==> config.mk <==
export PLATFORM = sky130hd
export DESIGN_NAME = line_rasterizer
export DESIGN_NICKNAME = d
export VERILOG_FILES = /design/src/hw/rtl/lr_pkg.sv /design/src/hw/rtl/line_rasterizer.sv /design/src/hw/rtl/lr_ctrl.sv /design/src/hw/rtl/lr_datapath.sv
export SDC_FILE = /design/constraint.sdc
export NUM_CORES = 1
export LEC_CHECK = 0
export BUFFER_PORTS_ARGS = -buffer_cell sky130_fd_sc_hd__buf_2
export CORE_UTILIZATION = 56
export DETAILED_ROUTE_END_ITERATION = 16
export PLACE_DENSITY = 0.83
export REMOVE_ABC_BUFFERS = 1
export SLEW_MARGIN = 20
export SYNTH_ARGS = -nofsm -noshare
export SYNTH_HDL_FRONTEND = slang
export SYNTH_SLANG_ARGS = --single-unit
==> constraint.sdc <==
create_clock -name clk -period 4.9 [get_ports clk]
set_clock_uncertainty 0.15 [all_clocks]
set_input_delay 0.245 -clock clk [delete_from_list [all_inputs] [get_ports clk]]
set_output_delay 0.245 -clock clk [all_outputs]
set_load 0.01 [all_outputs]
==> src/hw/rtl/lr_pkg.sv <==
`default_nettype none
package lr_pkg;

  localparam int COORD_W  = 6;
  localparam int COLOR_W  = 8;
  localparam int DIM_W    = 7;
  localparam int ERR_W    = 9;
  localparam int S_DATA_W = 56;
  localparam int M_DATA_W = 48;

  localparam logic [DIM_W-1:0] DIM_RESET = 7'd64;

  typedef enum logic {
    REG_FRAME_WIDTH  = 1'b0,
    REG_FRAME_HEIGHT = 1'b1
  } reg_index_t;

  typedef enum logic {
    ST_IDLE,
    ST_WALK
  } state_t;

  typedef struct packed {
    logic load;
    logic step;
  } cmd_t;

  typedef struct packed {
    logic last;
  } status_t;

endpackage
`default_nettype wire

==> src/hw/rtl/line_rasterizer.sv <==
`default_nettype none
// channel   dir  width  contents
// s_*       in   56     tdata: start_x, start_y, end_x, end_y, red, green, blue, alpha
// m_*       out  48     tdata: pixel_x, pixel_y, red, green, blue, alpha;
//                       tuser: write_enable; tlast: last_pixel
// cfg_*     in   7      index 0 frame_width, 1 frame_height
//
// A line gives max(|dx|,|dy|)+1 pixels, one pixel per cycle from the
// error-term step unit while m_tready is high, after a load in idle.
// A new line is taken only once the last pixel of the previous one is out.
// Output stalls hold the current pixel and freeze the walk.
// Reset sets both frame dimensions to 64 and returns to idle.
module line_rasterizer #(
  parameter int FRAME_SIZE = 64
) (
  input  wire logic                        clk,
  input  wire logic                        rst,
  input  wire logic                        cfg_wr_en,
  input  wire logic                        cfg_index,
  input  wire logic [lr_pkg::DIM_W-1:0]    cfg_wdata,
  input  wire logic                        s_tvalid,
  output logic                             s_tready,
  // start_x, start_y, end_x, end_y, red, green, blue, alpha
  input  wire logic [lr_pkg::S_DATA_W-1:0] s_tdata,
  output logic                             m_tvalid,
  input  wire logic                        m_tready,
  // pixel_x, pixel_y, out_red, out_green, out_blue, out_alpha
  output logic [lr_pkg::M_DATA_W-1:0]      m_tdata,
  // write_enable
  output logic                             m_tuser,
  output logic                             m_tlast
);
  import lr_pkg::*;

  cmd_t    cmd;
  status_t status;

  lr_ctrl u_ctrl (
    .clk      (clk),
    .rst      (rst),
    .s_tvalid (s_tvalid),
    .s_tready (s_tready),
    .m_tvalid (m_tvalid),
    .m_tready (m_tready),
    .cmd      (cmd),
    .status   (status)
  );

  lr_datapath #(
    .FRAME_SIZE (FRAME_SIZE)
  ) u_datapath (
    .clk       (clk),
    .rst       (rst),
    .cfg_wr_en (cfg_wr_en),
    .cfg_index (cfg_index),
    .cfg_wdata (cfg_wdata),
    .s_tdata   (s_tdata),
    .cmd       (cmd),
    .status    (status),
    .m_tdata   (m_tdata),
    .m_tuser   (m_tuser),
    .m_tlast   (m_tlast)
  );

endmodule
`default_nettype wire

==> src/hw/rtl/lr_ctrl.sv <==
`default_nettype none
module lr_ctrl (
  input  wire logic          clk,
  input  wire logic          rst,
  input  wire logic          s_tvalid,
  output logic               s_tready,
  output logic               m_tvalid,
  input  wire logic          m_tready,
  output lr_pkg::cmd_t       cmd,
  input  wire lr_pkg::status_t status
);
  import lr_pkg::*;

  state_t state;
  state_t state_next;

  always_ff @(posedge clk) begin
    if (rst) begin
      state <= ST_IDLE;
    end else begin
      state <= state_next;
    end
  end

  always_comb begin
    state_next = state;
    case (state)
      ST_IDLE: begin
        if (s_tvalid) state_next = ST_WALK;
      end
      ST_WALK: begin
        if (m_tready && status.last) state_next = ST_IDLE;
      end
      default: state_next = ST_IDLE;
    endcase
  end

  always_comb begin
    s_tready = 1'b0;
    m_tvalid = 1'b0;
    cmd      = '0;
    case (state)
      ST_IDLE: begin
        s_tready = 1'b1;
        cmd.load = s_tvalid;
      end
      ST_WALK: begin
        m_tvalid = 1'b1;
        cmd.step = m_tready && !status.last;
      end
      default: begin
        s_tready = 1'b0;
      end
    endcase
  end

endmodule
`default_nettype wire

==> src/hw/rtl/lr_datapath.sv <==
`default_nettype none
module lr_datapath #(
  parameter int FRAME_SIZE = 64
) (
  input  wire logic                         clk,
  input  wire logic                         rst,
  input  wire logic                         cfg_wr_en,
  input  wire logic                         cfg_index,
  input  wire logic [lr_pkg::DIM_W-1:0]     cfg_wdata,
  input  wire logic [lr_pkg::S_DATA_W-1:0]  s_tdata,
  input  wire lr_pkg::cmd_t                 cmd,
  output lr_pkg::status_t                   status,
  output logic [lr_pkg::M_DATA_W-1:0]       m_tdata,
  output logic                              m_tuser,
  output logic                              m_tlast
);
  import lr_pkg::*;

  localparam logic [DIM_W-1:0] DIM_LIMIT = DIM_W'(FRAME_SIZE);

  logic [DIM_W-1:0]   frame_width;
  logic [DIM_W-1:0]   frame_height;
  logic [COORD_W-1:0] x, y, xe, ye, dx, dy;
  logic               stx, sty;
  logic signed [ERR_W-1:0] err;
  logic [COLOR_W-1:0] red, green, blue, alpha;

  logic [COORD_W-1:0] in_sx, in_sy, in_ex, in_ey;
  logic [COORD_W-1:0] in_dx, in_dy;
  logic signed [ERR_W-1:0] e2, sdx, sdy, err_next;
  logic               step_x, step_y, last;
  logic [DIM_W-1:0]   w_lim, h_lim;
  logic               in_frame;

  assign in_sx = s_tdata[5:0];
  assign in_sy = s_tdata[11:6];
  assign in_ex = s_tdata[17:12];
  assign in_ey = s_tdata[23:18];
  assign in_dx = (in_ex > in_sx) ? (in_ex - in_sx) : (in_sx - in_ex);
  assign in_dy = (in_ey > in_sy) ? (in_ey - in_sy) : (in_sy - in_ey);

  always_ff @(posedge clk) begin
    if (rst) begin
      frame_width  <= DIM_RESET;
      frame_height <= DIM_RESET;
    end else if (cfg_wr_en) begin
      case (reg_index_t'(cfg_index))
        REG_FRAME_WIDTH:  frame_width  <= cfg_wdata;
        REG_FRAME_HEIGHT: frame_height <= cfg_wdata;
        default: ;
      endcase
    end
  end

  assign sdx = $signed({{(ERR_W-COORD_W){1'b0}}, dx});
  assign sdy = $signed({{(ERR_W-COORD_W){1'b0}}, dy});
  assign e2  = err <<< 1;
  assign step_x = e2 > -sdy;
  assign step_y = e2 < sdx;
  assign err_next = err - (step_x ? sdy : '0) + (step_y ? sdx : '0);
  assign last = (x == xe) && (y == ye);

  always_ff @(posedge clk) begin
    if (cmd.load) begin
      x     <= in_sx;
      y     <= in_sy;
      xe    <= in_ex;
      ye    <= in_ey;
      dx    <= in_dx;
      dy    <= in_dy;
      stx   <= in_sx < in_ex;
      sty   <= in_sy < in_ey;
      err   <= $signed({{(ERR_W-COORD_W){1'b0}}, in_dx})
             - $signed({{(ERR_W-COORD_W){1'b0}}, in_dy});
      red   <= s_tdata[31:24];
      green <= s_tdata[39:32];
      blue  <= s_tdata[47:40];
      alpha <= s_tdata[55:48];
    end else if (cmd.step) begin
      err <= err_next;
      if (step_x) x <= stx ? x + 1'b1 : x - 1'b1;
      if (step_y) y <= sty ? y + 1'b1 : y - 1'b1;
    end
  end

  assign w_lim  = (frame_width  > DIM_LIMIT) ? DIM_LIMIT : frame_width;
  assign h_lim  = (frame_height > DIM_LIMIT) ? DIM_LIMIT : frame_height;
  assign in_frame = ({1'b0, x} < w_lim) && ({1'b0, y} < h_lim);

  assign status.last = last;
  assign m_tdata = {4'd0, alpha, blue, green, red, y, x};
  assign m_tuser = in_frame && (alpha != '0);
  assign m_tlast = last;

endmodule
`default_nettype wire
==> out/metrics.cfg, run 1 <==
[finish]
diodes = 0
mostFrequentLayoutCells = buf_2 (116), edfxtp_1 (78), inv_1 (72)
drive_gt1_share_pct = 19.5
fin_nets = 913
mostFrequentLayoutCell = buf_2
areaGrowthSynthToFinish_pct = 23.2
final.fill_count = 735

[yosys]
synth-seq-cells = 93
synth_cells = 593
synth_compound_area_share_pct = 12.9
ys_seq_area_share_pct = 42.3
synth.avg_cell_area_um2 = 10.5
synthSimpleGateAreaFrac_pct = 11.7
async_flop_share_pct = 0
synthAdderAreaFrac_pct = 18.4
muxShareOfSynthArea_pct = 2.79
yosysWarnings = 0
synth-edff-count = 78
synth_cell_type_count = 51
syn_area_um2 = 6240
synth_top_family_by_area = adder cells
synth_xor_area_share_pct = 5.75
ys.flop_type = edfxtp_1

[die]
die_w_um = 108
core_area_um2 = 10800
die_height_um = 108
dieArea_um2 = 11600
initial_core_util_pct = 57.6
io-pin-count = 121
rows = 38

[critical_path]
r2r_cells = 18
end_kind = flip-flop
critPathRequiredTime_ns = 4.88
cp_max_fo = 7
crit_type = reg2reg
cp-start-kind = flip-flop
cp.arrival_ns = 4.64

[clocking]
cts_tree = yes
htree_levels = 3
clockBufferDepth = 2
root_buffer = clkbuf_8
cts_setup_buffers = 0
path_clk_slew_ns = 0.11
cts.sinks = 93
clock_latency_ns = 0.38
cts_buffers = 9

[timing]
max-slew-margin-rel_pct = 42.7
holdWs_ns = 0.0303
fmax_mhz = 214
fin_tns_setup_ns = 0
post-route-period-util_pct = 95.2
worstMarginPinSlew_ns = 0.854
drv_slew = 0
setup_viol = 0
rsz0062_at_grt = no
finalCriticalPeriod_ns = 4.66
hold_viol_final = 0

[drt]
avgRoutedWirePerCell_um = 17.2
drc = 0
dr.pass1.iters = 5
ant_nets = 0
finalWirelength_um = 15600
viasPerCell = 5.69
vias = 5153
drtIter0Drc = 312

[placement]
portBuffers = 116
hpwlAfterDp_um = 11000
place_congestion = 0.905

[worst_hold_path]
holdPathStages = 3
hp-class = in2reg

[power]
leakagePower_uw = 0.00350
ir_drop_v = 0.000332
powerDensity_nw_per_um2 = 459

[grt]
groute.usage.overall_pct = 27.2
grt_pass1_vias = 5168
antenna_found_initial = 0
grt_max_degree = 35
grt_pass1_wl_um = 24200
grt-ovfl-total = 0

[outcome]
status = completed

[run]
maxCapViolCount = 0

-- cell type report --
class	count	area (µm²)	area share (%)
clock buffer	9	124	1.61
clock inverter	7	83.8	1.09
inverter	73	274	3.56
multi-input combinational	410	3250	42.2
sequential	93	2640	34.4
tap	140	175	2.28
timing repair buffer	173	1140	14.8
-- cell families (layout without fill, tap and decap cells) --
| logic type | Yosys count | in the layout |
|---|---|---|
| adder cells (fa/ha/maj) | 84 | 84 |
| flip-flops | 93 | 93 |
| XOR/XNOR | 41 | 41 |
| buffers and inverters | 93 | 262 |
| AND/OR/NAND/NOR | 141 | 141 |
| other | 1 | 4 |
| AO/OA/AOI/OAI | 123 | 123 |
| multiplexers | 17 | 17 |
-- where the power goes --
group          total [µW]  internal, µW  switching [µW]
logic                1850           824            1030
clock network         549           245             305
registers            1130          1030             102
total                3530          2100            1430
-- critical path: stages (launching register included) --
cell and delay (ns):
edfxtp_1 0.43, inv_1 0.13, ha_1 0.24, nand2_1 0.09, xnor2_1 0.13, ha_1 0.33, a21oi_1 0.16, o21ai_0 0.14
a221oi_1 0.34, a31oi_2 0.20, and2_1 0.22, fa_1 0.52, inv_1 0.07, ha_1 0.32, a211oi_2 0.23, o21bai_1 0.13
a31oi_1 0.24, mux2i_1 0.24, nand3_1 0.10
-- flip-flops by register name, indices dropped and copies added, names as in the netlist --
signal,count
u_datapath.y,6
u_datapath.blue,8
u_datapath.stx,1
u_datapath.dx,6
u_datapath.ye,6
u_datapath.sty,1
u_datapath.red,8
u_datapath.alpha,8
u_datapath.x,6
u_ctrl.state,1
u_datapath.frame_width,7
u_datapath.err,8
u_datapath.frame_height,7
u_datapath.xe,6
u_datapath.green,8
u_datapath.dy,6
-- path summary, 6_finish.rpt --
path | start | end | slack, ns
worst max-delay path | u_datapath.dy[0] | u_datapath.err[7] | 0.24
worst min-delay path | cfg_wr_en | u_datapath.frame_height[3] | 0.03
worst max register to register | u_datapath.dy[0] | u_datapath.err[7] | 0.24
worst min register to register | u_datapath.frame_height[2] | u_datapath.frame_height[2] | 0.31
-- cells in the mapped netlist (all sizes together) (7+ instances only) --
library cell	n	area share [%]
edfxtp	78	38
inv	73	4.4
ha	71	14
a21oi	37	3.0
nand2	32	1.9
xnor2	27	3.8
nor2	26	1.6
o21ai	24	1.9
a21o	23	2.8
nand3	21	1.7
dfxtp	15	4.8
mux2i	14	2.2
nand2b	14	1.4
xor2	14	2.0
fa	13	4.2
buf	12	1.2
and2	9	0.90
clkbuf	8	0.50
nor3	8	0.64
a211oi	7	0.84
-- metal layers --
metal,share of wire (%),GRT usage (%)
met2,49,46.7
met4,3.1,11.3
met3,6.9,5.51
met5,0,0
met1,41,33.1
-- stage by stage --
step	setup slack, ns	cell area [µm²]	std cells	utilization (%)	power (µW)
after floorplan	0.738	6150	576	-	2420
after global placement	0.570	6930	836	64.0	2760
after detailed placement	0.187	6930	836	64.0	2880
after CTS	0.155	7670	905	70.8	3470
after global routing	0.0206	7690	905	70.9	3770
final	0.237	7690	905	70.9	3530
-- what timing repair did --
item | in CTS | in global routing
setup endpoints to repair | 0 | 4
hold buffers | 53 | 0
hold endpoints to repair | 58 | 0
resized for setup | 0 | 4
No activity file was read; power rests on OpenSTA's default activity.
==> inputs of run 2 (changes only) <==
--- a/config.mk
+++ b/config.mk
@@ -8,6 +8,7 @@
 export BUFFER_PORTS_ARGS = -buffer_cell sky130_fd_sc_hd__buf_2
 export CORE_UTILIZATION = 56
 export DETAILED_ROUTE_END_ITERATION = 16
+export MAX_ROUTING_LAYER = met4
 export PLACE_DENSITY = 0.83
 export REMOVE_ABC_BUFFERS = 1
 export SLEW_MARGIN = 20
==> run 2 against run 1 <==
Against the previous run: worst hold slack got worse by 0.0022 ns; routed wire length fell by 0.55%; critical path depth fell by 2; utilization fell by 0.27 points; design area fell by 0.37%; register-to-register slack improved by 0.07 ns; sequential share of layout area rose by 0.13 points; total power fell by 2.5%; worst setup slack improved by 0.069 ns; largest power group unchanged.
==> out/metrics.cfg, run 2 (synthesis results as in run 1) <==
[run]
maxCapViolCount = 0  ; unchanged

[die]
dieArea_um2 = 11600  ; unchanged
die_w_um = 108  ; unchanged
core_area_um2 = 10800  ; unchanged
die_height_um = 108  ; unchanged
initial_core_util_pct = 57.6  ; unchanged
io-pin-count = 121  ; unchanged
rows = 38  ; unchanged

[grt]
grt-ovfl-total = 0  ; unchanged
grt_pass1_vias = 5183  ; +0.29%
groute.usage.overall_pct = 28.3  ; +1.2 points
antenna_found_initial = 0  ; unchanged
grt_pass1_wl_um = 24500  ; +1.2%
grt_max_degree = 41  ; +17%

[critical_path]
cp.arrival_ns = 4.57  ; -0.07 ns
cpMaxStageDelayCell = fa_1
max_stage_delay_ns = 0.51  ; about the same
crit_top_cell = ha_1
end_kind = flip-flop
crit_family = adder cells
crit_buf_inv = 2  ; unchanged
cp-start-kind = flip-flop
cp_max_fo = 5  ; -2
cp_cell_sequence = inv_1 -> ha_1 -> nor4bb_2 -> ha_1 -> and4_1 -> a221oi_1 -> a31oi_2 -> and2_1 -> fa_1 -> inv_1 -> ha_1 -> a211oi_1 -> o21bai_1 -> a31oi_1 -> mux2i_1 -> nand3_1
crit_type = reg2reg
critPathRequiredTime_ns = 4.87  ; about the same

[timing]
fmax_mhz = 218  ; +1.5%
setup_viol = 0  ; unchanged
max-slew-margin-rel_pct = 42.2  ; -0.54 points
post-route-period-util_pct = 93.8  ; -1.4 points
hold_viol_final = 0  ; unchanged
drv_slew = 0  ; unchanged
fin_tns_setup_ns = 0  ; unchanged
worstMarginPinSlew_ns = 0.866  ; +0.0126 ns
timing.final.ws_setup_ns = 0.306  ; +0.0693 ns
finalCriticalPeriod_ns = 4.59  ; -0.0693 ns

[clocking]
cts.sinks = 93  ; unchanged
htree_levels = 3  ; unchanged
cts_buffers = 9  ; unchanged
cts_tree = yes
root_buffer = clkbuf_8
clock_latency_ns = 0.37  ; about the same
path_clk_slew_ns = 0.09  ; -0.02 ns
clockBufferDepth = 2  ; unchanged

[finish]
fin_nets = 914  ; +0.11%
diodes = 0  ; unchanged
drive_gt1_share_pct = 19.6  ; +0.11 points
mostFrequentLayoutCell = buf_2
areaGrowthSynthToFinish_pct = 22.7
post-route-util_pct = 70.7  ; -0.27 points
mostFrequentLayoutCells = buf_2 (116), edfxtp_1 (78), inv_1 (72)

[placement]
post-place-ws_ns = 0.269  ; +0.0829 ns
portBuffers = 116  ; unchanged
place_congestion = 0.913  ; +0.83%
hpwlAfterDp_um = 11100  ; +0.71%

[drt]
drtIter0Drc = 315  ; +0.96%
viasPerCell = 5.67  ; -0.36%
finalWirelength_um = 15500  ; -0.55%
vias = 5140  ; -0.25%
dr.pass1.iters = 7  ; +2
ant_nets = 0  ; unchanged
avgRoutedWirePerCell_um = 17.1  ; -0.66%
drc = 0  ; unchanged

[outcome]
status = completed

[worst_hold_path]
hp-class = in2reg

[power]
powerDensity_nw_per_um2 = 450  ; -2.1%
leakagePower_uw = 0.00349  ; -0.33%
ir_drop_v = 0.000273  ; -18%

## run 2: changes by cell type in the layout (fill, tap and decap cells not counted)
cell,change
dlygate4sd3_1,-1
buf_4,+2
a211oi_2,-1
o21ai_1,-1
a211oi_1,+1
bufinv_16,-1
clkinvlp_4,+1
clkinv_4,-3
inv_8,-1
inv_6,+3
clkinv_2,+1
o21ai_0,+1
## run 2: area by class of cell
type | instances | area [µm²]
fillers | 723 | 3180
multi-input cells | 410 | 3240
clock inverters | 7 | 55.1
clock buffers | 9 | 124
flip-flops and latches | 93 | 2640
inverters | 73 | 274
repair buffers | 174 | 1150
well taps | 140 | 175
## run 2: what timing repair did
action                                  CTS  global route
hold endpoints to repair                 57             0
hold buffers                             52             0
resized for setup                         0             2
setup buffers                             0             2
endpoints found under the setup margin    0             4
## run 2: report_power, final
group	switching [µW]	internal, µW
combinational	993	823
sequential	102	1030
clock	303	192
total	1400	2050
## run 2: path summary, 6_finish.rpt
check                        startpoint                         end  slack [ns]  cells after the start
min                            s_tvalid                u_ctrl.state        0.03                      3
max reg2reg            u_datapath.dy[0]           u_datapath.err[7]        0.31                     16
min reg2reg  u_datapath.frame_height[0]  u_datapath.frame_height[0]        0.32                      2
max                    u_datapath.dy[0]           u_datapath.err[7]        0.31                     16
## run 2: per-stage QoR
step	hold WS, ns	total power [µW]	area [µm²]	std cells
after floorplan	0.164	2420	6150	576
after global placement	0.272	2760	6930	836
after detailed placement	0.274	2860	6930	836
after CTS	0.0177	3390	7630	904
after global routing	0.0302	3720	7660	906
final	0.0281	3440	7660	906
## run 2: worst min-delay path: cells and delay by family
kind            cells  cell delay (ns)
compound gates      1             0.05
buf+inv             1             0.11
simple gates        1             0.09
## run 2: layer usage
| layer | GRT usage [%] | wire length (µm) |
|---|---|---|
| met4 | 9.98 | 365 |
| met5 | - | 0 |
| met3 | 5.93 | 1170 |
| met2 | 48.5 | 7810 |
| met1 | 33.0 | 6180 |
==> inputs of run 3 (changes only) <==
--- a/config.mk
+++ b/config.mk
@@ -5,11 +5,12 @@
 export SDC_FILE = /design/constraint.sdc
 export NUM_CORES = 1
 export LEC_CHECK = 0
+export ABC_AREA = 1
 export BUFFER_PORTS_ARGS = -buffer_cell sky130_fd_sc_hd__buf_2
-export CORE_UTILIZATION = 56
+export CORE_UTILIZATION = 57
 export DETAILED_ROUTE_END_ITERATION = 16
 export MAX_ROUTING_LAYER = met4
-export PLACE_DENSITY = 0.83
+export PLACE_DENSITY = 0.84
 export REMOVE_ABC_BUFFERS = 1
 export SLEW_MARGIN = 20
 export SYNTH_ARGS = -nofsm -noshare
==> run 3 against run 2 <==
Against the previous run: synthesized cell count increased by 23%; via count rose by 10%; clock power rose by 6.9%; sequential share of layout area shrank 0.58 points; cell count is 16% higher; synthesized area increased by 2.2%; critical endpoint is now u_datapath.err[4]; largest power group unchanged.
==> out/metrics.cfg, run 3 <==
[critical_path]
r2r-start = u_datapath.dy[2]
cp_cell_sequence = nor3_1 -> nand3_1 -> xor2_1 -> ha_1 -> nand2_1 -> nor2_1 -> nand3_1 -> nand3_1 -> nand2_1 -> nand2_1 -> nor2_1 -> fa_1 -> inv_1 -> fa_1 -> nand2_1 -> inv_1 -> o21ai_0 -> nand2_1 -> o21ai_0 -> nand2_1
crit_type = reg2reg
r2r_cells = 20  ; +4
r2r_slack_ns = 0.79  ; +0.48 ns
crit_buf_inv = 2  ; unchanged
cp.arrival_ns = 4.10  ; -0.47 ns
cp-start-kind = flip-flop
max_stage_delay_ns = 0.52  ; about the same
cpMaxStageDelayCell = fa_1
end_kind = flip-flop
critPathRequiredTime_ns = 4.89  ; +0.02 ns
cp_max_fo = 6  ; +1
rr_endpoint = u_datapath.err[4]
crit_family = simple AND/OR/NAND/NOR gates
crit_top_cell = nand2_1

[yosys]
syn_area_um2 = 6380  ; +2.2%
synth.avg_cell_area_um2 = 8.73  ; -17%
synth-edff-count = 78  ; unchanged
synth_cells = 730  ; +23%
synth_cell_type_count = 36  ; -29%
synth_top_cell_area_share_pct = 36.7  ; -0.80 points
ys.flop_type = edfxtp_1
yosysWarnings = 0  ; unchanged
ys_top_cells_by_count = nand2_1 (146), inv_1 (122), edfxtp_1 (78), nor2_1 (76), ha_1 (71)
synth_most_common_cell = nand2_1
ys_top_cells_by_area = edfxtp_1 (37%), ha_1 (14%), nand2_1 (8.6%), inv_1 (7.2%), dfxtp_1 (4.7%)
async_flop_share_pct = 0  ; unchanged
ys_seq_area_share_pct = 41.4  ; -0.90 points
synth-seq-cells = 93  ; unchanged
synth_top_area_cell = edfxtp_1

[die]
core_area_um2 = 10900  ; +0.44%
io-pin-count = 121  ; unchanged
die_height_um = 108  ; +0.18%
dieArea_um2 = 11600  ; +0.36%
die_w_um = 108  ; +0.18%
initial_core_util_pct = 58.6  ; +0.99 points
rows = 38  ; unchanged

[clocking]
cts_buffers = 9  ; unchanged
cts_resized = 0  ; unchanged
root_buffer = clkbuf_8
postCtsHoldBufs = 52  ; unchanged
clockBufferDepth = 2  ; unchanged
cts.sinks = 93  ; unchanged
path_clk_slew_ns = 0.11  ; +0.02 ns
cts_tree = yes
htree_levels = 3  ; unchanged
cts_setup_buffers = 0  ; unchanged
clock_latency_ns = 0.38  ; about the same

[finish]
areaGrowthSynthToFinish_pct = 22.2
drive_gt1_share_pct = 17.4  ; -2.2 points
post-route-util_pct = 71.6  ; +0.90 points
finalInstanceArea_um2 = 7790  ; +1.7%
mostFrequentLayoutCells = nand2_1 (146), inv_1 (121), buf_2 (116)
diodes = 0  ; unchanged
mostFrequentLayoutCell = nand2_1
fin_nets = 1056  ; +16%

[timing]
hold_viol_final = 0  ; unchanged
rsz0062_at_grt = no
max-slew-margin-rel_pct = 29.0  ; -13 points
worstMarginPinSlew_ns = 1.06  ; +0.197 ns
finalCriticalPeriod_ns = 4.11  ; -0.483 ns
fin_tns_setup_ns = 0  ; unchanged
drv_slew = 0  ; unchanged
fmax_mhz = 243  ; +12%
post-route-period-util_pct = 83.9  ; -9.9 points
setup_viol = 0  ; unchanged

[grt]
antenna_found_initial = 0  ; unchanged
grt_pass1_vias = 5626  ; +8.5%
grt_pass1_wl_um = 27100  ; +11%
grt_max_degree = 52  ; +27%
groute.usage.overall_pct = 31.6  ; +3.3 points
grt-ovfl-total = 0  ; unchanged

[power]
leakagePower_uw = 0.00390  ; +12%
p_comb_share_pct = 50.8  ; -1.9 points
netSwitchingFraction_pct = 43.8  ; +3.3 points
pwr-share-clk_pct = 15.7  ; +1.3 points
powerDensity_nw_per_um2 = 433  ; -3.7%
p_seq_share_pct = 33.5  ; +0.6 points
p_sw_uw = 1480  ; +5.8%
p_int_uw = 1890  ; -7.4%
ir_drop_v = 0.000282  ; +3.5%
power_uw = 3370  ; -2.1%

[worst_hold_path]
holdPathEnd = u_datapath.x[5]
hold_path_startpoint = s_tdata[5]
holdPathStages = 3  ; unchanged
hp-class = in2reg

[drt]
drtIter0Drc = 353  ; +12%
drc = 0  ; unchanged
avgRoutedWirePerCell_um = 16.4  ; -4.1%
vias = 5653  ; +10%
dr.pass1.iters = 5  ; -2
finalWirelength_um = 17200  ; +11%
ant_nets = 0  ; unchanged
viasPerCell = 5.39  ; -4.9%

[placement]
hpwlAfterDp_um = 11100  ; +0.31%
place_area_um2 = 7080  ; +2.1%
portBuffers = 116  ; unchanged
place_congestion = 0.879  ; -3.7%

[outcome]
status = completed

[run]
maxCapViolCount = 0  ; unchanged

run 3: cell type report:
| cell class | count | area, µm² |
|---|---|---|
| multi-input cells | 499 | 3170 |
| fillers | 758 | 3100 |
| flip-flops and latches | 93 | 2640 |
| repair buffers | 170 | 1120 |
| inverters | 130 | 493 |
| well taps | 140 | 175 |
| clock buffers | 9 | 124 |
| clock inverters | 7 | 66.3 |
run 3: power by group through the flow:
| stage | registers [µW] | logic, µW | clock network, µW |
|---|---|---|---|
| 2_1_floorplan | 1120 | 1200 | 0 |
| 3_3_place_gp | 1140 | 1530 | 0 |
| 3_5_place_dp | 1140 | 1600 | 0 |
| 4_1_cts | 1120 | 1660 | 516 |
| 5_1_grt | 1140 | 1960 | 550 |
| 6_report | 1130 | 1710 | 529 |
run 3: worst max-delay path by stage:
stage / startpoint / endpoint / cells after the start
floorplan: u_datapath.dy[2] / u_datapath.err[4] / 20
global placement: u_datapath.dy[2] / u_datapath.err[4] / 20
detailed placement: u_datapath.dy[2] / u_datapath.err[4] / 20
CTS: u_datapath.dy[2] / u_datapath.err[4] / 20
global route: u_datapath.dy[0] / u_datapath.err[4] / 21
finish: u_datapath.dy[2] / u_datapath.err[4] / 20
run 3: per-layer routing:
metal	track usage [%]	routed length, µm	share of wire, %	vias up
li1	-	-	-	2708
met2	55.0	8860	51	266
met3	6.72	1250	7.3	61
met1	34.6	6460	38	2618
met5	-	0	0	-
met4	14.6	640	3.7	0
run 3: logic make-up (layout without fill, tap and decap cells):
group	Yosys count	in the layout	share of synthesized area [%]
AO/OA/AOI/OAI	104	104	9.22
flip-flops	93	93	41.4
XOR/XNOR	35	35	4.81
adder cells (fa/ha/maj)	84	84	18.0
buffers and inverters	141	316	8.95
other	1	4	0.0588
AND/OR/NAND/NOR	272	272	17.5
run 3: per-stage QoR:
stage,setup WS (ns),hold WS [ns],std cells
2_1_floorplan,1.18,0.194,722
3_3_place_gp,0.983,0.271,980
3_5_place_dp,0.854,0.273,980
4_1_cts,0.815,0.0375,1048
5_1_grt,0.326,0.0671,1048
6_report,0.789,0.0388,1048
run 3: worst register-to-register path, delay by kind of cell (launching register included):
kind / cells / cell delay, ns
compound gates: 2 / 0.31
xor+xnor: 1 / 0.17
fa+ha+maj: 3 / 1.26
buf+inv: 2 / 0.13
flops: 1 / 0.43
simple gates: 12 / 1.41
